File: config.mk
export PLATFORM = sky130hd
export DESIGN_NAME = char_lcd_refresh_with_blink_unit
export DESIGN_NICKNAME = d
export VERILOG_FILES = /design/src/rtl/core/lcdr_pkg.sv /design/src/rtl/core/lcdr_store.sv /design/src/rtl/core/lcdr_seq.sv /design/src/rtl/core/char_lcd_refresh_with_blink_unit.sv
export SDC_FILE = /design/constraint.sdc
export NUM_CORES = 1
export LEC_CHECK = 0
export BUFFER_PORTS_ARGS = -buffer_cell sky130_fd_sc_hd__clkbuf_2
export CORE_ASPECT_RATIO = 1.25
export CORE_MARGIN = 4
export CORE_UTILIZATION = 41
export DETAILED_ROUTE_END_ITERATION = 8
export HOLD_SLACK_MARGIN = 0.12
export PLACE_DENSITY_LB_ADDON = 0.12
export SLEW_MARGIN = 20
export SYNTH_ARGS = -nofsm -noshare
export SYNTH_HDL_FRONTEND = slang
export SYNTH_SLANG_ARGS = --single-unit
File: constraint.sdc
create_clock -name i_clk -period 5 [get_ports i_clk]
set_input_delay 0.5 -clock i_clk [delete_from_list [all_inputs] [get_ports i_clk]]
set_output_delay 0.5 -clock i_clk [all_outputs]
set_load 0.05 [all_outputs]
File: src/rtl/core/lcdr_pkg.sv
package lcdr_pkg;

    localparam int CHAR_COUNT_DEF = 32;
    localparam int BLINK_BIT_DEF  = 9;

    localparam int POS_W     = 6;
    localparam int CODE_W    = 8;
    localparam int REQ_W     = 3;
    localparam int TIMER_W   = 16;
    localparam int CFG_IDX_W = 2;

    localparam logic [CODE_W-1:0] SPACE_CODE    = 8'h20;
    localparam logic [CODE_W-1:0] LINE1_CMD_RST = 8'h80;
    localparam logic [CODE_W-1:0] LINE2_CMD_RST = 8'hC0;

    localparam logic [CFG_IDX_W-1:0] CFG_LINE1_CMD = 2'd0;
    localparam logic [CFG_IDX_W-1:0] CFG_LINE2_CMD = 2'd1;

    typedef enum logic [REQ_W-1:0] {
        REQ_TICK        = 3'd0,
        REQ_WRITE_CHAR  = 3'd1,
        REQ_SET_BLINK   = 3'd2,
        REQ_CLR_BLINK   = 3'd3,
        REQ_CLR_ALL     = 3'd4
    } t_req_type;

    typedef enum logic [1:0] {
        PH_SETUP  = 2'd0,
        PH_STROBE = 2'd1,
        PH_HOLD   = 2'd2
    } t_phase;

    typedef struct packed {
        logic              valid;
        t_req_type         req;
        logic [POS_W-1:0]  position;
        logic [CODE_W-1:0] char_code;
    } t_store_req;

    typedef struct packed {
        logic [CODE_W-1:0] data;
        logic              rs;
        logic              en;
    } t_pins;

endpackage

File: src/rtl/core/lcdr_store.sv
module lcdr_store #(
    parameter int CHAR_COUNT = 32
) (
    input  logic                              i_clk,
    input  logic                              i_rst_n,
    input  lcdr_pkg::t_store_req              i_req,
    input  logic [$clog2(CHAR_COUNT)-1:0]     i_rd_cell,
    output logic [lcdr_pkg::CODE_W-1:0]       o_rd_char,
    output logic                              o_rd_blink
);
    import lcdr_pkg::*;

    localparam int CELL_W = $clog2(CHAR_COUNT);

    logic [CODE_W-1:0]     r_chars [CHAR_COUNT];
    logic [CHAR_COUNT-1:0] r_blink;
    logic [CHAR_COUNT-1:0] n_blink;
    logic                  pos_ok;
    logic [CELL_W-1:0]     wr_cell;

    assign pos_ok  = i_req.position < POS_W'(CHAR_COUNT);
    assign wr_cell = i_req.position[CELL_W-1:0];

    always_comb begin
        n_blink = r_blink;
        if (i_req.valid) begin
            case (i_req.req)
                REQ_SET_BLINK: begin
                    if (pos_ok) begin
                        n_blink[wr_cell] = 1'b1;
                    end
                end
                REQ_CLR_BLINK: begin
                    if (pos_ok) begin
                        n_blink[wr_cell] = 1'b0;
                    end
                end
                REQ_CLR_ALL: begin
                    n_blink = '0;
                end
                default: begin
                    n_blink = r_blink;
                end
            endcase
        end
    end

    always_ff @(posedge i_clk) begin
        if (!i_rst_n) begin
            r_blink <= '0;
            for (int i = 0; i < CHAR_COUNT; i++) begin
                r_chars[i] <= SPACE_CODE;
            end
        end else begin
            r_blink <= n_blink;
            if (i_req.valid && i_req.req == REQ_WRITE_CHAR && pos_ok) begin
                r_chars[wr_cell] <= i_req.char_code;
            end
        end
    end

    assign o_rd_char  = r_chars[i_rd_cell];
    assign o_rd_blink = r_blink[i_rd_cell];

endmodule

File: src/rtl/core/lcdr_seq.sv
module lcdr_seq #(
    parameter int CHAR_COUNT = 32,
    parameter int BLINK_BIT  = 9
) (
    input  logic                                  i_clk,
    input  logic                                  i_rst_n,
    input  logic                                  i_tick,
    input  logic [lcdr_pkg::CODE_W-1:0]           i_line1_cmd,
    input  logic [lcdr_pkg::CODE_W-1:0]           i_line2_cmd,
    output logic [$clog2(CHAR_COUNT)-1:0]         o_rd_cell,
    input  logic [lcdr_pkg::CODE_W-1:0]           i_rd_char,
    input  logic                                  i_rd_blink,
    output lcdr_pkg::t_pins                       o_result,
    output lcdr_pkg::t_pins                       o_pins,
    output logic [$clog2(CHAR_COUNT+2)-1:0]       o_slot,
    output lcdr_pkg::t_phase                      o_phase
);
    import lcdr_pkg::*;

    localparam int CELL_W     = $clog2(CHAR_COUNT);
    localparam int SLOT_W     = $clog2(CHAR_COUNT + 2);
    localparam int LINE2_SLOT = CHAR_COUNT / 2 + 1;
    localparam int LAST_SLOT  = CHAR_COUNT + 1;

    logic [SLOT_W-1:0]  r_slot;
    logic [SLOT_W-1:0]  n_slot;
    t_phase             r_phase;
    t_phase             n_phase;
    logic [TIMER_W-1:0] r_timer;
    logic [TIMER_W-1:0] n_timer;
    t_pins              r_pins;
    t_pins              n_pins;
    logic               cmd_slot;
    logic [SLOT_W-1:0]  cell_raw;

    assign cmd_slot = (r_slot == '0) || (r_slot == SLOT_W'(LINE2_SLOT));

    always_comb begin
        if (r_slot > SLOT_W'(LINE2_SLOT)) begin
            cell_raw = r_slot - SLOT_W'(2);
        end else begin
            cell_raw = r_slot - SLOT_W'(1);
        end
        if (r_slot == '0 || cell_raw >= SLOT_W'(CHAR_COUNT)) begin
            o_rd_cell = '0;
        end else begin
            o_rd_cell = cell_raw[CELL_W-1:0];
        end
    end

    always_comb begin
        n_timer = r_timer + TIMER_W'(1);
        n_pins  = r_pins;
        n_slot  = r_slot;
        case (r_phase)
            PH_SETUP: begin
                if (cmd_slot) begin
                    n_pins.data = (r_slot == '0) ? i_line1_cmd : i_line2_cmd;
                    n_pins.rs   = 1'b0;
                end else begin
                    n_pins.data = (i_rd_blink && n_timer[BLINK_BIT]) ? SPACE_CODE
                                                                    : i_rd_char;
                    n_pins.rs   = 1'b1;
                end
                n_phase = PH_STROBE;
            end
            PH_STROBE: begin
                n_pins.en = 1'b1;
                n_phase   = PH_HOLD;
            end
            default: begin
                n_pins.en = 1'b0;
                if (cmd_slot) begin
                    n_pins.rs = 1'b1;
                end
                n_phase = PH_SETUP;
                if (r_slot >= SLOT_W'(LAST_SLOT)) begin
                    n_slot = '0;
                end else begin
                    n_slot = r_slot + SLOT_W'(1);
                end
            end
        endcase
    end

    always_ff @(posedge i_clk) begin
        if (!i_rst_n) begin
            r_slot  <= '0;
            r_phase <= PH_SETUP;
            r_timer <= '0;
            r_pins  <= '0;
        end else if (i_tick) begin
            r_slot  <= n_slot;
            r_phase <= n_phase;
            r_timer <= n_timer;
            r_pins  <= n_pins;
        end
    end

    assign o_result = i_tick ? n_pins : r_pins;
    assign o_pins   = r_pins;
    assign o_slot   = r_slot;
    assign o_phase  = r_phase;

endmodule

File: src/rtl/core/char_lcd_refresh_with_blink_unit.sv
// Character LCD refresh unit with per-cell blink.
// Requests arrive on i_valid/o_ready with i_req_type, i_position and
// i_char_code. A tick request advances the three-phase pin sequencer by one
// phase; the other request types write a character or change blink flags.
// Every request returns exactly one result on o_valid/i_ready: the LCD pin
// levels o_lcd_bus, o_lcd_rs and o_lcd_en after the request is applied.
// A request is handled in the cycle it is accepted and its result appears in
// the output register on the next cycle. The unit takes one request per cycle
// while the receiver takes each result.
// The output register is the only buffer between the two sides. While it
// holds a result that the receiver does not take, o_ready is low; when the
// receiver takes the result, a new request is accepted in the same cycle.
// The user must write the two command bytes through i_cfg_we, i_cfg_idx and
// i_cfg_wdata only while idle (not enforced); unknown indexes are ignored.
// Synchronous reset loads the default command bytes, fills the character
// store with spaces, clears the blink flags, the blink timer, the sequencer
// and the pins, and empties the output register. No clearing pass is needed.
module char_lcd_refresh_with_blink_unit #(
    parameter int CHAR_COUNT = lcdr_pkg::CHAR_COUNT_DEF,
    parameter int BLINK_BIT  = lcdr_pkg::BLINK_BIT_DEF
) (
    input  logic                               i_clk,
    input  logic                               i_rst_n,
    input  logic                               i_cfg_we,
    input  logic [lcdr_pkg::CFG_IDX_W-1:0]     i_cfg_idx,
    input  logic [lcdr_pkg::CODE_W-1:0]        i_cfg_wdata,
    input  logic                               i_valid,
    output logic                               o_ready,
    input  logic [lcdr_pkg::REQ_W-1:0]         i_req_type,
    input  logic [lcdr_pkg::POS_W-1:0]         i_position,
    input  logic [lcdr_pkg::CODE_W-1:0]        i_char_code,
    output logic                               o_valid,
    input  logic                               i_ready,
    output logic [lcdr_pkg::CODE_W-1:0]        o_lcd_bus,
    output logic                               o_lcd_rs,
    output logic                               o_lcd_en
);
    import lcdr_pkg::*;

    localparam int CELL_W    = $clog2(CHAR_COUNT);
    localparam int SLOT_W    = $clog2(CHAR_COUNT + 2);
    localparam int LAST_SLOT = CHAR_COUNT + 1;

    logic [CODE_W-1:0] r_line1_cmd;
    logic [CODE_W-1:0] r_line2_cmd;
    logic              r_out_valid;
    t_pins             r_out;
    logic              accept;
    logic              tick;
    t_store_req        store_req;
    logic [CELL_W-1:0] rd_cell;
    logic [CODE_W-1:0] rd_char;
    logic              rd_blink;
    t_pins             result;
    t_pins             pins;
    logic [SLOT_W-1:0] slot;
    t_phase            phase;

    assign o_ready = !r_out_valid || i_ready;
    assign accept  = i_valid && o_ready;
    assign tick    = accept && (t_req_type'(i_req_type) == REQ_TICK);

    assign store_req.valid     = accept;
    assign store_req.req       = t_req_type'(i_req_type);
    assign store_req.position  = i_position;
    assign store_req.char_code = i_char_code;

    always_ff @(posedge i_clk) begin
        if (!i_rst_n) begin
            r_line1_cmd <= LINE1_CMD_RST;
            r_line2_cmd <= LINE2_CMD_RST;
        end else if (i_cfg_we) begin
            case (i_cfg_idx)
                CFG_LINE1_CMD: r_line1_cmd <= i_cfg_wdata;
                CFG_LINE2_CMD: r_line2_cmd <= i_cfg_wdata;
                default: begin
                end
            endcase
        end
    end

    lcdr_store #(
        .CHAR_COUNT (CHAR_COUNT)
    ) u_store (
        .i_clk      (i_clk),
        .i_rst_n    (i_rst_n),
        .i_req      (store_req),
        .i_rd_cell  (rd_cell),
        .o_rd_char  (rd_char),
        .o_rd_blink (rd_blink)
    );

    lcdr_seq #(
        .CHAR_COUNT (CHAR_COUNT),
        .BLINK_BIT  (BLINK_BIT)
    ) u_seq (
        .i_clk       (i_clk),
        .i_rst_n     (i_rst_n),
        .i_tick      (tick),
        .i_line1_cmd (r_line1_cmd),
        .i_line2_cmd (r_line2_cmd),
        .o_rd_cell   (rd_cell),
        .i_rd_char   (rd_char),
        .i_rd_blink  (rd_blink),
        .o_result    (result),
        .o_pins      (pins),
        .o_slot      (slot),
        .o_phase     (phase)
    );

    always_ff @(posedge i_clk) begin
        if (!i_rst_n) begin
            r_out_valid <= 1'b0;
        end else if (accept) begin
            r_out_valid <= 1'b1;
        end else if (i_ready) begin
            r_out_valid <= 1'b0;
        end
    end

    always_ff @(posedge i_clk) begin
        if (accept) begin
            r_out <= result;
        end
    end

    assign o_valid   = r_out_valid;
    assign o_lcd_bus = r_out.data;
    assign o_lcd_rs  = r_out.rs;
    assign o_lcd_en  = r_out.en;

    a_no_overrun: assert property (@(posedge i_clk) disable iff (!i_rst_n)
        (r_out_valid && !i_ready) |-> !accept)
        else $error("request accepted while the result register is stalled");

    a_slot_range: assert property (@(posedge i_clk) disable iff (!i_rst_n)
        slot <= SLOT_W'(LAST_SLOT))
        else $error("sequencer slot out of range");

    a_en_in_hold: assert property (@(posedge i_clk) disable iff (!i_rst_n)
        pins.en |-> (phase == PH_HOLD))
        else $error("enable pin high outside the hold phase");

    a_result_tracks_pins: assert property (@(posedge i_clk) disable iff (!i_rst_n)
        accept |=> (r_out == pins))
        else $error("result register differs from the pin state");

endmodule

==> impl_summary.txt <==
----------------------------------------------------
[Synthesis]
  Sequential share of the synthesized area ... 55.9%
  Leading area contributor after synthesis ... edfxtp_1
  Yosys cell types ... 84
  Top-area cell type share of the netlist area ... 46.9%
  Top flip-flop cell by instance count after synthesis ... edfxtp_1
  Cell area after synthesis ... 0.0170 mm2
  Net count after synthesis ... 1,624
  Count of mapped cells out of synthesis ... 1,584
  Library cell with the highest instance count after synthesis ... edfxtp_1
  Number of warnings printed during yosys synthesis ... 0
  Top cells by area, synth ... edfxtp_1 47%, dfxtp_1 9.0%, and2_1 8.4%, nor2_1 2.9%, nand2b_1 2.8%
  Synth Register Bits ... 343
  Fraction of registers with async set/reset ... 0%
  Average size of a mapped cell ... 10.8 um2
  Top cells by count, synth ... 266 x edfxtp_1, 230 x and2_1, 132 x nor2_1
  Number of enable flip-flop cells after synthesis ... 266

[Placement]
  Post-detail-place hpwl ... 35,300 um
  Cell count after placement ... 2,104
  Routability-driven placement congestion ratio ... 0.876
  Quantity of I/O buffers inserted on ports ... 43
  Placement-stage cell area ... 0.0179 mm2

[Worst setup path]
  CP cell instances ... inv_1 -> ha_1 -> or2_2 -> a21boi_2 -> o211a_1 -> buf_4 -> nor3_1 -> o311ai_0 -> a21oi_1 -> a311oi_1 -> and4bb_1 -> nor2_1
  Startpoint Class ... register
  Category of the most critical setup path ... register to register
  CP Data Required Time ... 5.38 ns
  Family of cells with the greatest summed delay on the critical path ... compound AO/OA/AOI/OAI gates
  Largest stage delay on the critical path ... 0.57 ns
  Worst path slowest cell ... dfxtp_1
  Type of destination of the critical path ... register
  Biggest fanout along the worst timing path ... 32
  Total buffers and inverters traversed by the critical path ... 2
  Endpoint arrival time on the critical path ... 4.86 ns

[STA]
  Final period util ... 89.6%
  Number of slew-limit violations in the final report ... 0
  Setup TNS Final ... 0 ns
  Rel. slew slack ... 25.9%
  Fin crit period ... 4.48 ns
  Slew of the pin with the lowest slew margin ... 1.10 ns
  Setup repair after global routing missed its margin ... no
  Final worst clock skew ... 0.0121 ns
  Number of setup violations in the final report ... 0
  Max frequency ... 0.223 GHz
  Number of hold violations in the final report ... 0

[Clocking]
  Count of clock tree sinks ... 343
  Clock latency at the later pin of the worst-skew pair ... 0.53 ns
  Num CTS Buffers ... 38
  Clock tree from TritonCTS ... done
  Number of post-CTS setup repair buffers ... 0
  Master cell of the clock root buffer ... clkbuf_16
  Clock H-tree levels ... 2
  Clock-pin slew of the registers on the worst-case setup and hold paths ... 0.06 ns
  Number of hold buffers added after CTS ... 0
  Post-CTS resize count ... 0
  Number of buffers on the longest clock path ... 3

[Job]
  Max Cap Viol ... 0

[Global route]
  Largest net degree at the start of global routing ... 60
  First-pass GRT wire length ... 80,100 um
  Global routing usage summed across all routing layers ... 23.3%
  Initial antenna violation count ... 1
  Final global-route overflow total ... 0
  Grt met1 use ... 30.7%
  GR Util met3 ... 2.53%
  Layer with the highest usage after global routing ... met2
  Number of global-route vias before repair ... 12.5k
  Global-route met2 utilization ... 40.1%

[Layout]
  Filler cell count in the final layout ... 3,832
  N_diodes ... 0
  Summed area of non-filler cells in the final layout ... 0.0191 mm2
  Area added between synthesis and finish ... 12.2%
  Net count reported at finish ... 1,632
  Post-layout instance count excluding filler cells ... 2,172
  Proportion of layout cells with a drive suffix above 1 ... 12.0%

[Die]
  Row count ... 83
  Die Ht ... 236 um
  Die outline width ... 190 um
  Die area ... 0.0449 mm2
  Number of top-level design ports ... 44
  Core outline area ... 0.0411 mm2
  Starting utilization of the core area ... 41.5%

[Route]
  Number of detailed-routing iterations run before antenna repair ... 6
  # DRC ... 0
  DR iter-0 viols ... 1,359
  Routed length per placed instance ... 24.5 um
  Wire length reported by the detailed router ... 53,100 um
  Routed via count divided by cell count ... 5.83
  ANT nets after route ... 0
  Detailed-route via count ... 12.7k

[Power and ir drop]
  Peak VDD IR ... 0.000234 V
  Leakage dissipation ... 6.98 nW
  Areal power density over the cells ... 325 mW/mm2

[Worst hold path]
  Path category of the worst min-delay check ... primary input to register

[Run status]
  Result of the run ... completed

----------------------------------------------------
[state kept, by name, indices dropped and copies added (netlist names)]
signal and count:
o_lcd_bus 8, u_seq.r_timer 10, u_seq.o_phase 2, o_lcd_rs 1, u_seq.o_slot 6, u_store.r_chars 256
u_seq.o_pins 10, o_valid 1, o_lcd_en 1, u_store.r_blink 32, r_line1_cmd 8, r_line2_cmd 8
[stage by stage]
step	util (%)	hold WS (ns)	worst slack, ns	power [W]
2_1_floorplan	-	0.440	1.31	0.00335
3_3_place_gp	43.5	0.456	0.644	0.00347
3_5_place_dp	43.5	0.459	0.607	0.00347
4_1_cts	46.5	0.181	0.595	0.00628
5_1_grt	46.5	0.217	0.237	0.00640
6_report	46.5	0.197	0.520	0.00622
[kinds of logic (layout without fill, tap and decap cells)]
family          Yosys count  in the layout  share of synthesized area [%]
mux                      34             34                           2.09
flops                   343            343                           55.9
buf+inv                 151            187                           3.59
simple gates            675            675                           21.5
xor+xnor                 14             14                          0.719
fa+ha+maj                 8              8                          0.587
compound gates          359            359                           15.6
[layer usage]
layer  vias up  routed length, um
met5         -                  0
met4         0               1840
met3        95               2730
met2       428              26500
met1      6266              22000
li1       5873                  -
[worst register-to-register path, delay by kind of cell, from the launching register on]
family	cells	cell delay [ns]
fa+ha+maj	1	0.32
simple gates	4	0.84
compound gates	5	1.94
buf+inv	2	0.65
flops	1	0.57
[area by class of cell]
cell class | instances | area (um2) | share of cell area, %
Multi-Input combinational cell | 1090 | 6950 | 36.3
Inverter | 18 | 67.6 | 0.353
Clock inverter | 20 | 204 | 1.07
Tap cell | 552 | 691 | 3.61
Timing Repair Buffer | 101 | 676 | 3.53
Sequential cell | 343 | 9530 | 49.8
Clock buffer | 48 | 1020 | 5.33
[final timing paths]
| check | startpoint | to | slack [ns] | cells past startpoint |
|---|---|---|---|---|
| setup reg to reg | u_seq.o_slot[1] | o_lcd_bus[5] | 0.52 | 12 |
| hold reg to reg | r_line1_cmd[7] | r_line1_cmd[7] | 0.48 | 2 |
| hold / removal | i_valid | o_valid | 0.20 | 3 |
| setup / recovery | u_seq.o_slot[1] | o_lcd_bus[5] | 0.52 | 12 |
[cells in the final DEF (no fill, tap or decap), types with 7 or more instances in the layout]
cell type,n
a211oi_1,39
clkbuf_1,8
a21o_1,9
nor2_1,132
a21oi_1,24
ha_1,8
nand2_1,75
nand3_1,26
nand2b_1,77
nor3_1,53
dfxtp_1,77
clkinv_2,7
o22ai_1,24
xor2_1,9
a22oi_1,45
nand3b_1,8
nand4_1,7
o21ai_0,64
a32oi_1,8
o2111ai_1,7
and3_1,23
inv_1,17
edfxtp_1,266
o31a_1,13
mux2_2,9
a221oi_1,19
a211o_1,12
mux2i_1,24
clkbuf_16,39
buf_4,56
and2_1,230
clkbuf_2,43
a31oi_1,11
o221ai_1,19
[power by group]
| group | internal, W | total, W | switching, W |
|---|---|---|---|
| sequential | 0.00312 | 0.00315 | 0.0000269 |
| combinational | 0.0000563 | 0.000258 | 0.000201 |
| clock | 0.00166 | 0.00281 | 0.00116 |
| total | 0.00484 | 0.00622 | 0.00139 |
(Power assumes the default switching activity.)
